==> config.mk <==
export PLATFORM = sky130hd
export DESIGN_NAME = rc_serial_frame_decoder_unit
export DESIGN_NICKNAME = d
export VERILOG_FILES = /design/src/hw/rtl/rcsfd_pkg.sv /design/src/hw/rtl/rc_serial_frame_decoder_unit.sv /design/src/hw/rtl/rcsfd_front.sv /design/src/hw/rtl/rcsfd_back.sv
export SDC_FILE = /design/constraint.sdc
export NUM_CORES = 1
export LEC_CHECK = 0
export ABC_AREA = 1
export CAP_MARGIN = 10
export CORE_UTILIZATION = 50
export CTS_CLUSTER_SIZE = 8
export DETAILED_ROUTE_END_ITERATION = 8
export DONT_BUFFER_PORTS = 1
export PLACE_DENSITY = 0.68
export SYNTH_ARGS = -nofsm -noshare
export SYNTH_HDL_FRONTEND = slang
export SYNTH_SLANG_ARGS = --single-unit
export TNS_END_PERCENT = 30
==> constraint.sdc <==
create_clock -name i_clk -period 5.7 [get_ports i_clk]
set_input_delay 0.57 -clock i_clk [delete_from_list [all_inputs] [get_ports i_clk]]
set_output_delay 0.57 -clock i_clk [all_outputs]
set_load 0.02 [all_outputs]
==> src/hw/rtl/rcsfd_pkg.sv <==
`default_nettype none
// ----------------------------------------------------------------------------
// rcsfd_pkg: shared definitions for the RC serial frame decoder
// Frame and channel sizes, register codes, reset values and the queue word.
// ----------------------------------------------------------------------------
package rcsfd_pkg;

    localparam int FRAME_BYTES  = 16;
    localparam int MAX_CHANNELS = 8;

    // Write slot index and number of 2-byte channel words in one frame.
    localparam int POS_W    = $clog2(FRAME_BYTES);
    localparam int NWORDS   = (FRAME_BYTES - 2) / 2;
    localparam int CH_IDX_W = (MAX_CHANNELS > 1) ? $clog2(MAX_CHANNELS) : 1;
    localparam int CNT_W    = 5;

    localparam int BYTE_W    = 8;
    localparam int TIME_W    = 32;
    localparam int CHAN_W    = 4;
    localparam int VALUE_W   = 11;
    localparam int PULSE_W   = 11;
    localparam int GAP_W     = 16;

    localparam logic [PULSE_W-1:0] PULSE_BASE = PULSE_W'(988);
    localparam logic [PULSE_W-1:0] PULSE_IDLE = PULSE_W'(1500);

    // Configuration port.
    localparam int CFG_INDEX_W = 1;
    localparam int CFG_DATA_W  = 16;
    localparam logic [CFG_INDEX_W-1:0] CFG_HI_RES    = 1'b0;
    localparam logic [CFG_INDEX_W-1:0] CFG_GAP_LIMIT = 1'b1;
    localparam logic             HI_RES_RESET    = 1'b1;
    localparam logic [GAP_W-1:0] GAP_LIMIT_RESET = GAP_W'(5000);

    // Word kinds.
    localparam logic KIND_BYTE = 1'b0;
    localparam logic KIND_READ = 1'b1;

    // Queue between the front and the back.
    localparam int QDEPTH = 4;
    localparam int QPTR_W = $clog2(QDEPTH);

    typedef struct packed {
        logic              is_read;
        logic [BYTE_W-1:0] data_byte;
        logic [TIME_W-1:0] time_us;
        logic [CHAN_W-1:0] channel;
    } t_item;

    // Number of channels the current mode carries, capped at MAX_CHANNELS.
    function automatic logic [CNT_W-1:0] chan_count(input logic hi_res);
        logic [CNT_W-1:0] n;
        n = hi_res ? CNT_W'(8) : CNT_W'(7);
        if (n > CNT_W'(MAX_CHANNELS)) begin
            n = CNT_W'(MAX_CHANNELS);
        end
        return n;
    endfunction

endpackage
`default_nettype wire

==> src/hw/rtl/rc_serial_frame_decoder_unit.sv <==
`default_nettype none
// ----------------------------------------------------------------------------
// rc_serial_frame_decoder_unit: RC serial receiver frame decoder
// Builds 16-byte frames from timestamped serial bytes and answers channel
// pulse-width reads from the decoded channel values.
// ----------------------------------------------------------------------------
// The input channel carries one word per handshake: either a received serial
// byte with its microsecond timestamp, or a read request for one channel.
// A byte word produces no result. A read word produces exactly one result word
// on the output channel: the channel pulse width and a flag that tells whether
// this read decoded a newly completed frame.
// The front stage accepts up to one word per cycle into a four-entry queue
// while it has room. The back stage retires one queued word per cycle: byte
// words always, read words whenever the result register is empty or is
// being taken. A read word passes through the queue and then the result
// register. Sustained throughput is one word per clock when no result is
// stalled, set by the combinational frame decode and add in the back stage.
// When the receiver stalls, the result register holds its word, byte words
// keep draining until a read word reaches the queue head, and the queue
// absorbs up to four words before o_in_stall rises. Reset is synchronous and
// active low: the queue empties, the frame position and timestamp clear, the
// channel store reads zero, hi_res returns to 1 and the gap limit to 5000 us.
// Configuration writes must go in when idle; the block does not enforce it.
// ----------------------------------------------------------------------------
module rc_serial_frame_decoder_unit (
    input  wire logic                               i_clk,
    input  wire logic                               i_rst_n,
    input  wire logic                               i_cfg_we,
    input  wire logic [rcsfd_pkg::CFG_INDEX_W-1:0]  i_cfg_index,
    input  wire logic [rcsfd_pkg::CFG_DATA_W-1:0]   i_cfg_data,
    input  wire logic                               i_in_valid,
    output logic                                    o_in_stall,
    input  wire logic                               i_kind,
    input  wire logic [rcsfd_pkg::BYTE_W-1:0]       i_data_byte,
    input  wire logic [rcsfd_pkg::TIME_W-1:0]       i_time_us,
    input  wire logic [rcsfd_pkg::CHAN_W-1:0]       i_channel,
    output logic                                    o_out_valid,
    input  wire logic                               i_out_stall,
    output logic [rcsfd_pkg::PULSE_W-1:0]           o_pulse_us,
    output logic                                    o_frame_decoded
);
    import rcsfd_pkg::*;

    // Queue head as seen by the back stage, and its retire strobe.
    t_item head;
    logic  head_valid;
    logic  pop;

    rcsfd_front u_front (
        .i_clk        (i_clk),
        .i_rst_n      (i_rst_n),
        .i_in_valid   (i_in_valid),
        .o_in_stall   (o_in_stall),
        .i_kind       (i_kind),
        .i_data_byte  (i_data_byte),
        .i_time_us    (i_time_us),
        .i_channel    (i_channel),
        .o_head       (head),
        .o_head_valid (head_valid),
        .i_pop        (pop)
    );

    rcsfd_back u_back (
        .i_clk           (i_clk),
        .i_rst_n         (i_rst_n),
        .i_cfg_we        (i_cfg_we),
        .i_cfg_index     (i_cfg_index),
        .i_cfg_data      (i_cfg_data),
        .i_head          (head),
        .i_head_valid    (head_valid),
        .o_pop           (pop),
        .o_out_valid     (o_out_valid),
        .i_out_stall     (i_out_stall),
        .o_pulse_us      (o_pulse_us),
        .o_frame_decoded (o_frame_decoded)
    );

endmodule
`default_nettype wire

==> src/hw/rtl/rcsfd_front.sv <==
`default_nettype none
// ----------------------------------------------------------------------------
// rcsfd_front: input stage and word queue
// Accepts input words, tags each as a byte or a read, and queues it.
// ----------------------------------------------------------------------------
module rcsfd_front (
    input  wire logic                           i_clk,
    input  wire logic                           i_rst_n,
    input  wire logic                           i_in_valid,
    output logic                                o_in_stall,
    input  wire logic                           i_kind,
    input  wire logic [rcsfd_pkg::BYTE_W-1:0]   i_data_byte,
    input  wire logic [rcsfd_pkg::TIME_W-1:0]   i_time_us,
    input  wire logic [rcsfd_pkg::CHAN_W-1:0]   i_channel,
    output rcsfd_pkg::t_item                    o_head,
    output logic                                o_head_valid,
    input  wire logic                           i_pop
);
    import rcsfd_pkg::*;

    t_item              r_q [QDEPTH];
    logic [QPTR_W-1:0]  r_wr_ptr, n_wr_ptr;
    logic [QPTR_W-1:0]  r_rd_ptr, n_rd_ptr;
    logic [QPTR_W:0]    r_count,  n_count;
    logic               push;
    logic               pop;
    t_item              in_item;

    assign o_in_stall   = (r_count == (QPTR_W+1)'(QDEPTH));
    assign push         = i_in_valid && !o_in_stall;
    assign o_head_valid = (r_count != '0);
    assign pop          = i_pop && o_head_valid;
    assign o_head       = r_q[r_rd_ptr];

    always_comb begin
        in_item.is_read   = (i_kind == KIND_READ);
        in_item.data_byte = i_data_byte;
        in_item.time_us   = i_time_us;
        in_item.channel   = i_channel;
    end

    always_comb begin
        n_wr_ptr = push ? r_wr_ptr + 1'b1 : r_wr_ptr;
        n_rd_ptr = pop  ? r_rd_ptr + 1'b1 : r_rd_ptr;
        n_count  = r_count + (QPTR_W+1)'(push) - (QPTR_W+1)'(pop);
    end

    always_ff @(posedge i_clk) begin
        if (!i_rst_n) begin
            r_wr_ptr <= '0;
            r_rd_ptr <= '0;
            r_count  <= '0;
        end else begin
            r_wr_ptr <= n_wr_ptr;
            r_rd_ptr <= n_rd_ptr;
            r_count  <= n_count;
        end
    end

    always_ff @(posedge i_clk) begin
        if (push) begin
            r_q[r_wr_ptr] <= in_item;
        end
    end

endmodule
`default_nettype wire

==> src/hw/rtl/rcsfd_back.sv <==
`default_nettype none
// ----------------------------------------------------------------------------
// rcsfd_back: frame assembly, channel decode and result register
// Executes one word per cycle; a read waits while the held result stalls.
// ----------------------------------------------------------------------------
module rcsfd_back (
    input  wire logic                               i_clk,
    input  wire logic                               i_rst_n,
    input  wire logic                               i_cfg_we,
    input  wire logic [rcsfd_pkg::CFG_INDEX_W-1:0]  i_cfg_index,
    input  wire logic [rcsfd_pkg::CFG_DATA_W-1:0]   i_cfg_data,
    input  wire rcsfd_pkg::t_item                   i_head,
    input  wire logic                               i_head_valid,
    output logic                                    o_pop,
    output logic                                    o_out_valid,
    input  wire logic                               i_out_stall,
    output logic [rcsfd_pkg::PULSE_W-1:0]           o_pulse_us,
    output logic                                    o_frame_decoded
);
    import rcsfd_pkg::*;

    logic                r_hi_res;
    logic [GAP_W-1:0]    r_gap_limit;
    logic [BYTE_W-1:0]   r_bytes [FRAME_BYTES];
    logic [POS_W-1:0]    r_pos;
    logic [TIME_W-1:0]   r_last_time;
    logic                r_complete;
    logic                r_seen;
    logic [VALUE_W-1:0]  r_values [MAX_CHANNELS];
    logic                r_out_valid;
    logic [PULSE_W-1:0]  r_pulse,   n_pulse;
    logic                r_decoded;

    logic                out_free;
    logic                do_byte;
    logic                do_read;
    logic [TIME_W-1:0]   gap;
    logic [POS_W-1:0]    slot;
    logic [CNT_W-1:0]    cnt;
    logic [VALUE_W-1:0]  dec_values [MAX_CHANNELS];
    logic [VALUE_W-1:0]  rd_value;
    logic [PULSE_W:0]    sum;
    logic                in_range;

    localparam logic [POS_W-1:0] LAST_POS = POS_W'(FRAME_BYTES - 1);

    assign out_free = !r_out_valid || !i_out_stall;
    assign o_pop    = i_head_valid && (!i_head.is_read || out_free);
    assign do_byte  = o_pop && !i_head.is_read;
    assign do_read  = o_pop && i_head.is_read;
    assign cnt      = chan_count(r_hi_res);

    // A word gap longer than the limit starts a new frame.
    assign gap  = i_head.time_us - r_last_time;
    assign slot = (gap > TIME_W'(r_gap_limit)) ? '0 : r_pos;

    // Decode all words of the held frame; a later word for the same id wins.
    always_comb begin
        logic [BYTE_W-1:0]  hi;
        logic [BYTE_W-1:0]  lo;
        logic [3:0]         id;
        logic [VALUE_W-1:0] val;
        dec_values = r_values;
        for (int w = 0; w < NWORDS; w++) begin
            hi  = r_bytes[2*w + 2];
            lo  = r_bytes[2*w + 3];
            id  = r_hi_res ? hi[6:3] : hi[5:2];
            val = r_hi_res ? {hi[2:0], lo} : {1'b0, hi[1:0], lo};
            if ({1'b0, id} < cnt) begin
                dec_values[id[CH_IDX_W-1:0]] = val;
            end
        end
    end

    always_comb begin
        in_range = ({1'b0, i_head.channel} < cnt) && r_seen;
        rd_value = r_complete ? dec_values[i_head.channel[CH_IDX_W-1:0]]
                              : r_values[i_head.channel[CH_IDX_W-1:0]];
        if (r_hi_res) begin
            sum = (PULSE_W+1)'(PULSE_BASE) + (PULSE_W+1)'(rd_value >> 1);
        end else begin
            sum = (PULSE_W+1)'(PULSE_BASE) + (PULSE_W+1)'(rd_value);
        end
        n_pulse = in_range ? sum[PULSE_W-1:0] : PULSE_IDLE;
    end

    always_ff @(posedge i_clk) begin
        if (!i_rst_n) begin
            r_hi_res    <= HI_RES_RESET;
            r_gap_limit <= GAP_LIMIT_RESET;
            r_pos       <= '0;
            r_last_time <= '0;
            r_complete  <= 1'b0;
            r_seen      <= 1'b0;
            r_out_valid <= 1'b0;
            for (int c = 0; c < MAX_CHANNELS; c++) begin
                r_values[c] <= '0;
            end
        end else begin
            if (i_cfg_we) begin
                unique case (i_cfg_index)
                    CFG_HI_RES:    r_hi_res    <= i_cfg_data[0];
                    CFG_GAP_LIMIT: r_gap_limit <= i_cfg_data[GAP_W-1:0];
                endcase
            end
            if (do_byte) begin
                r_seen      <= 1'b1;
                r_last_time <= i_head.time_us;
                if (slot == LAST_POS) begin
                    r_complete <= 1'b1;
                    r_pos      <= slot;
                end else begin
                    r_pos <= slot + 1'b1;
                end
            end
            if (do_read && r_complete) begin
                r_complete <= 1'b0;
                r_values   <= dec_values;
            end
            if (do_read) begin
                r_out_valid <= 1'b1;
            end else if (!i_out_stall) begin
                r_out_valid <= 1'b0;
            end
        end
    end

    always_ff @(posedge i_clk) begin
        if (do_byte) begin
            r_bytes[slot] <= i_head.data_byte;
        end
        if (do_read) begin
            r_pulse   <= n_pulse;
            r_decoded <= r_complete;
        end
    end

    assign o_out_valid     = r_out_valid;
    assign o_pulse_us      = r_pulse;
    assign o_frame_decoded = r_decoded;

endmodule
`default_nettype wire

Word level (Yosys, flattened, before mapping)
Memories as Yosys holds them, arrays and structs flattened. A register that Yosys moved wholly into a read port is not among the register bits.
Cells that the tools add are included.
- $add $sub $neg: 8
- $lt $le $gt $ge: 25
- equal/unequal tests: 3
- multiplexer cells: 62
- bitwise logic cells: 10
- reductions and logical operators: 25
- operator list (operator ; number):
    $bwmux 88 ; 7
    $mux 88 ; 7
    $demux 11 s3 ; 7
    $mux 11 ; 20
    $bmux 11 s3 ; 2
    $lt 4x5->1 ; 8
    $mux 4 ; 10
    $ge 4x4->1 const B ; 8
    $gt 32x16->1 ; 1
    $not 3->4 ; 8
    $sub 32x32->32 ; 1
    $lt 4x1->1 const B ; 7
    $logic_and 1x1->1 ; 14
    $add 10x10->11 const A ; 1
    $add 10x11->11 const A ; 1
    $mux 1 ; 6
    $reduce_and 2->1 ; 3
    $gt 5x4->1 const B ; 1
    $mux 5 ; 1
    $add 2x1->2 const B ; 2
    $add 4x1->4 const B ; 1
    $eq 4x4->1 const B ; 1
    $logic_not 1->1 ; 4
    $mux 2 ; 2
    other kinds (8) ; 10
- register bits after elaboration: 163
- RAM bits: 308
- output and inout port bits: 14
- word-level logic and storage cells: 155
- memories: 2
- memory list (name ; depth ; bits a word ; rd ports ; clocked after memory_dff ; wr ports ; line ; text):
    u_front.r_q ; 4 ; 45 ; 1 ; 1 ; 1 ; rcsfd_front.sv:21 ; t_item r_q [QDEPTH];
    u_back.r_bytes ; 16 ; 8 ; 14 ; 0 ; 1 ; rcsfd_back.sv:24 ; logic [BYTE_W-1:0] r_bytes [FRAME_BYTES];

Longest topological paths before layout
An unclocked memory read counts as a cell.
- word-level depth: 27
- mapped depth: 35
- depth with buffers taken out: 32

Modules after synthesis
Synthesis repeated with hierarchy kept, for this count alone.
- cells, all modules: 4056
- area total of the unflattened synthesis: 29173.0 um^2
- by module, submodules not included (module ; times used ; cells an instance ; area an instance (um^2) ; seq. area each (um^2)):
    rcsfd_back ; 1 ; 3555 ; 21879.7 ; 6396.1
    rcsfd_front ; 1 ; 501 ; 7293.2 ; 5585.4

Least setup slack after synthesis
Ideal clock, no wire load.
- kind: reg2reg
- from: register (tool-made name)
- to: memory u_back.r_bytes[3][0], enable pin
- library setup time: 383 ps
- data arrival time: 5331 ps
- path slack: -15 ps
- cell stages (with the launch flop): 33
- buffers on the path: 3
- period minus slack after synthesis: 5715 ps
- cells stage by stage: dfxtp_1 -> buf_2 -> clkinv_1 -> clkbuf_1 -> clkbuf_1 -> nor2_1 -> o22ai_1 -> ha_1 -> a21oi_1 -> nand2_1 -> a21boi_1 -> o21bai_1 -> nand2_1 -> nand2_1 -> xor2_1 -> ha_1 -> nand2_1 -> inv_1 -> nand3_1 -> nor4_1 -> inv_1 -> nor3_1 -> o2111ai_1 -> nor2_1 -> nand3_1 -> nor2_1 -> nand4_1 -> nor2_1 -> ha_1 -> inv_1 -> nor2_1 -> inv_1 -> nor3_1
- RTL lines (what ; line):
    to (decl) ; rcsfd_back.sv:24

==> impl_results.md <==
* Via count of the first global-routing pass at 26500
* Final weighted congestion in routability-driven placement at 1.09
* Fraction of the yosys area taken by sequential cells at 42.0%
* Worst path top cell family by delay: simple AND/OR/NAND/NOR gates
* Relative contribution of combinational cells to total power at 48.4%
* Buffer levels on the longest clock path at 3
* Mean routed wirelength per cell at 25.6 µm
* Final-layout setup total negative slack at 0 ns
* Internal cell power at 8.74 mW
* Count of H-tree levels built during CTS at 3
* Buffers plus inverters on the worst setup path at 5
* First DRT Iteration DRCs at 4104
* Slew at the pin closest to its max-slew limit at 1.23 ns
* Clock Pin Slew Worst Setup and Hold Paths at 0.05 ns
* Post-synthesis mux area share at 0%
* Flops & latches, synth at 450
* Reported max-cap violation count at 0
* Port buffer count at 0
* RSZ-0062 raised after global routing: false
* Horizontal die dimension at 241 µm
* Count of nets after finishing at 4023
* Sinks on Clock Net at 450
* Startpoint kind of the worst setup timing path: register
* Total of hold buffers inserted after clock tree synthesis at 0
* CTS tree: built
* GRT Resource Usage Total at 41.9%
* Final Hold Vio Count at 0
* Hold slack final at 0.0503 ns
* Starting Density at 50.6%
* Portion of synthesized cell area occupied by the leading cell type at 31.2%
* CTS Root Buffer Type: sky130_fd_sc_hd__clkbuf_16
* P_leak at 12.8 nW
* Number of standard cells after synthesis at 3925
* Worst Setup End Kind: register
* Classification of the worst-slack hold path: primary input to register
* Post-synthesis instance area at 0.0285 mm²
* Post-synthesis share of cell area spent on xor and xnor gates at 0.675%
* First-pass GRT wire length at 175000 µm
* Area fraction in and, or, nand and nor cells after synthesis at 25.1%
* Final setup slack of the worst path at 0.463 ns
* Average via count per standard cell at 6.20
* Adder-cell share of the synthesized area at 2.90%
* Areal power density over the cells at 490 mW/mm²
* Largest voltage drop on the vdd net at 0.354 mV
* Crit-path max FO at 18
* Number of rows created at floorplan at 87
* Clock power frac at 24.8%
* EDFF count, synth at 297
* Clock network latency to the later pin of the worst-skew pair at 0.62 ns
* Number of synthesis warnings at 0
* Number of different library cells in the post-synthesis netlist at 59
* Run status: finished clean
* Sequential Power Share at 26.8%
* Fraction of power spent switching nets at 43.4%
* Final critical path time including I/O delays and setup at 5.24 ns
* Largest net degree at the start of global routing at 156
* Crit-path max cell delay at 0.51 ns
* Share of post-route cells with drive strength above 1 at 7.92%
* Largest area contributor in the netlist: sky130_fd_sc_hd__edfxtp_1
* Avg Synthesized Cell Area at 7.27 µm²
* Number of design rule violations left after detail routing at 0
* Required arrival time at the worst endpoint at 5.94 ns
* Maximum frequency from static timing analysis at 191 MHz
* Clk_skew at 0.0339 ns
* Master of the slowest instance on the critical path: sky130_fd_sc_hd__nor2_1
* Post-placement worst setup slack at 0.0479 ns
* Area of the core at 0.0564 mm²
* Critical Path AT at 5.48 ns
* Post-synthesis compound-gate area fraction at 20.7%
* DRT antenna net count at 0
* Total net switching power at 6.71 mW
* Floorplan die area at 0.0580 mm²
* Total Power at 15.4 mW
* DPL Wire Length at 82200 µm
* Cts bufs inserted at 68
* Number of iterations in the first detailed-routing pass at 6
* Count of filler cells inserted in the layout at 5406
* Worst Setup Path Type: register to register
* Number of slew-limit violations in the final report at 0
* Share of the clock period used by the worst path at 91.9%
* Main combinational cell family by area after synthesis: simple AND/OR/NAND/NOR gates
* Antenna violations before repair at 14
* Worst slew slack as a fraction of its limit at 18.3%
* Layout Area Growth over Synthesis at 10.5%
* Setup violation total in the final timing report at 0
* Gr ovfl total at 0
* Most frequent cell on the critical path: sky130_fd_sc_hd__nand2_1
* Async set or reset register ratio after synthesis at 0%
* Main area contributors after synthesis: sky130_fd_sc_hd__edfxtp_1 (31%), sky130_fd_sc_hd__nand2_1 (13%), sky130_fd_sc_hd__dfxtp_1 (11%), sky130_fd_sc_hd__a21oi_1 (7.2%), sky130_fd_sc_hd__o21ai_0 (7.0%)
* Most common flop cell mapped by yosys: sky130_fd_sc_hd__edfxtp_1
* Vertical die dimension at 241 µm
* Total wirelength of the detailed-routed design at 120000 µm
* I/O pin count at 81
* Routed vias at 29200
* Nets in the synthesized netlist at 4057
==> per-stage QoR <==
stage	area, µm²	cells	utilization, %
after CTS	31500	4693	55.8
after global placement	29400	4574	52.1
after detailed placement	29400	4574	52.1
after global routing	31500	4697	55.9
final	31500	4705	55.9
after floorplan	28500	3925	-
==> worst reg2reg max path, delay by kind of cell, from the launching register on <==
kind                       cells  cell delay [ns]
AOI/OAI and AO/OA              6             1.11
xor gates and xnor gates       1             0.16
adders and majority gates      2             0.59
buffers and inverters          5             0.70
DFF                            1             0.36
and+or+nand+nor               14             1.97
==> power by group through the flow <==
stage          sequential [mW]  clock [mW]  combinational, mW
2_1_floorplan             4.17           0               5.26
3_3_place_gp              4.19           0               7.18
3_5_place_dp              4.19           0               7.23
4_1_cts                   4.13        3.87               7.26
5_1_grt                   4.16        4.02               8.21
6_report                  4.14        3.84               7.47
==> Yosys cell counts (4+ instances only) <==
library cell,count
sky130_fd_sc_hd__buf_4,12
sky130_fd_sc_hd__xnor2_1,5
sky130_fd_sc_hd__nand3b_1,4
sky130_fd_sc_hd__buf_2,70
sky130_fd_sc_hd__xor2_1,17
sky130_fd_sc_hd__buf_1,8
sky130_fd_sc_hd__nor2_2,24
sky130_fd_sc_hd__o21a_1,6
sky130_fd_sc_hd__nor2_1,282
sky130_fd_sc_hd__inv_1,358
sky130_fd_sc_hd__o21ai_1,10
sky130_fd_sc_hd__o211ai_1,24
sky130_fd_sc_hd__nand4_1,25
sky130_fd_sc_hd__nand2_2,16
sky130_fd_sc_hd__nand3_2,10
sky130_fd_sc_hd__inv_2,20
sky130_fd_sc_hd__nor2_4,4
sky130_fd_sc_hd__nand3_1,308
sky130_fd_sc_hd__ha_1,63
sky130_fd_sc_hd__a211oi_1,28
sky130_fd_sc_hd__o21ai_2,6
sky130_fd_sc_hd__dfxtp_1,153
sky130_fd_sc_hd__o22ai_1,46
sky130_fd_sc_hd__clkbuf_1,122
sky130_fd_sc_hd__o21bai_1,8
sky130_fd_sc_hd__nor4_1,4
sky130_fd_sc_hd__o221ai_1,15
sky130_fd_sc_hd__a21o_1,8
sky130_fd_sc_hd__a21boi_0,7
sky130_fd_sc_hd__nor3_1,11
sky130_fd_sc_hd__buf_6,8
sky130_fd_sc_hd__edfxtp_1,297
sky130_fd_sc_hd__a32o_1,4
sky130_fd_sc_hd__a21oi_1,409
sky130_fd_sc_hd__o21ai_0,397
sky130_fd_sc_hd__nand2_1,1019
sky130_fd_sc_hd__a31oi_1,81
sky130_fd_sc_hd__a21oi_2,4
==> layer usage <==
layer,share of wire [%],vias up,global-route usage [%]
met5,0.057,-,1.43
met4,10,10,35.8
met2,43,1838,62.5
met3,12,637,18.0
li1,-,13300,-
met1,35,13400,45.8
==> timing repair <==
action,4_1_cts,5_1_grt
buffers inserted,0,2
endpoints found under the hold margin,0,0
pin swaps,0,1
setup endpoints to repair,4,110
resized for setup,1,12
gates cloned,0,0
==> cell usage in the layout, fill, tap and decap left out, types with 5 or more instances in the layout <==
cell type                      n
sky130_fd_sc_hd__a21oi_1     409
sky130_fd_sc_hd__xnor2_1       5
sky130_fd_sc_hd__inv_1       356
sky130_fd_sc_hd__a31oi_1      81
sky130_fd_sc_hd__o21ai_2       6
sky130_fd_sc_hd__nand2_1    1017
sky130_fd_sc_hd__ha_1         63
sky130_fd_sc_hd__xor2_1       17
sky130_fd_sc_hd__buf_4       113
sky130_fd_sc_hd__a21boi_0      7
sky130_fd_sc_hd__o22ai_1      46
sky130_fd_sc_hd__clkbuf_16    68
sky130_fd_sc_hd__nor2_2       27
sky130_fd_sc_hd__edfxtp_1    297
sky130_fd_sc_hd__diode_2       9
sky130_fd_sc_hd__nor2_4        9
sky130_fd_sc_hd__nor2_1      274
sky130_fd_sc_hd__o21a_1        6
sky130_fd_sc_hd__clkbuf_1     38
sky130_fd_sc_hd__dfxtp_1     151
sky130_fd_sc_hd__o221ai_1     15
sky130_fd_sc_hd__o21bai_1      8
sky130_fd_sc_hd__nand3_1     308
sky130_fd_sc_hd__a21o_1        8
sky130_fd_sc_hd__nor3_1       10
sky130_fd_sc_hd__a211oi_1     28
sky130_fd_sc_hd__inv_2        22
sky130_fd_sc_hd__o21ai_1      10
sky130_fd_sc_hd__nand4_1      25
sky130_fd_sc_hd__o21ai_0     397
sky130_fd_sc_hd__nand3_2      10
sky130_fd_sc_hd__nand2_2      17
sky130_fd_sc_hd__o211ai_1     24
==> final timing paths <==
check                                                          from                                   to  slack, ns  depth (start not counted)
worst max-delay path                                       register       u_back.r_bytes[4][6]$_DFFE_PP_       0.46                         28
worst min register to register  u_back.r_last_time[21]$_SDFFE_PN0P_  u_back.r_last_time[21]$_SDFFE_PN0P_       0.45                          2
worst min-delay path                                   i_channel[1]          u_front.r_q[3][1]$_DFFE_PP_       0.05                          0
worst max register to register                             register       u_back.r_bytes[4][6]$_DFFE_PP_       0.46                         28
==> state kept, by name (all words and copies together) (netlist names), 3 cells and up, named ones only <==
signal	count
u_front.r_q	180
u_back.r_bytes	105
u_back.r_gap_limit	16
u_back.r_last_time	32
u_front.r_count	3
u_back.o_pulse_us	11
u_back.r_values	88
u_back.r_pos	4
==> kinds of logic (layout without fill, tap and decap cells) <==
kind of cell	count (synthesis)	count (layout)
XOR/XNOR	22	22
flip-flops	450	450
buffers and inverters	603	618
other	0	9
AO/OA/AOI/OAI	1069	1069
AND/OR/NAND/NOR	1716	1716
adder cells (fa/ha/maj)	65	65
==> cell type report <==
| type | instances | area, µm² | area share (%) |
|---|---|---|---|
| multi-input combinational | 2872 | 14200 | 44.9 |
| sequential | 450 | 12000 | 38.0 |
| clock buffer | 107 | 1860 | 5.89 |
| inverter | 381 | 1430 | 4.54 |
| tap | 756 | 946 | 3.00 |
| timing repair buffer | 118 | 930 | 2.95 |
| clock inverter | 12 | 201 | 0.639 |
| antenna | 9 | 22.5 | 0.0714 |
Note: power is estimated with default switching activity, not from simulation.
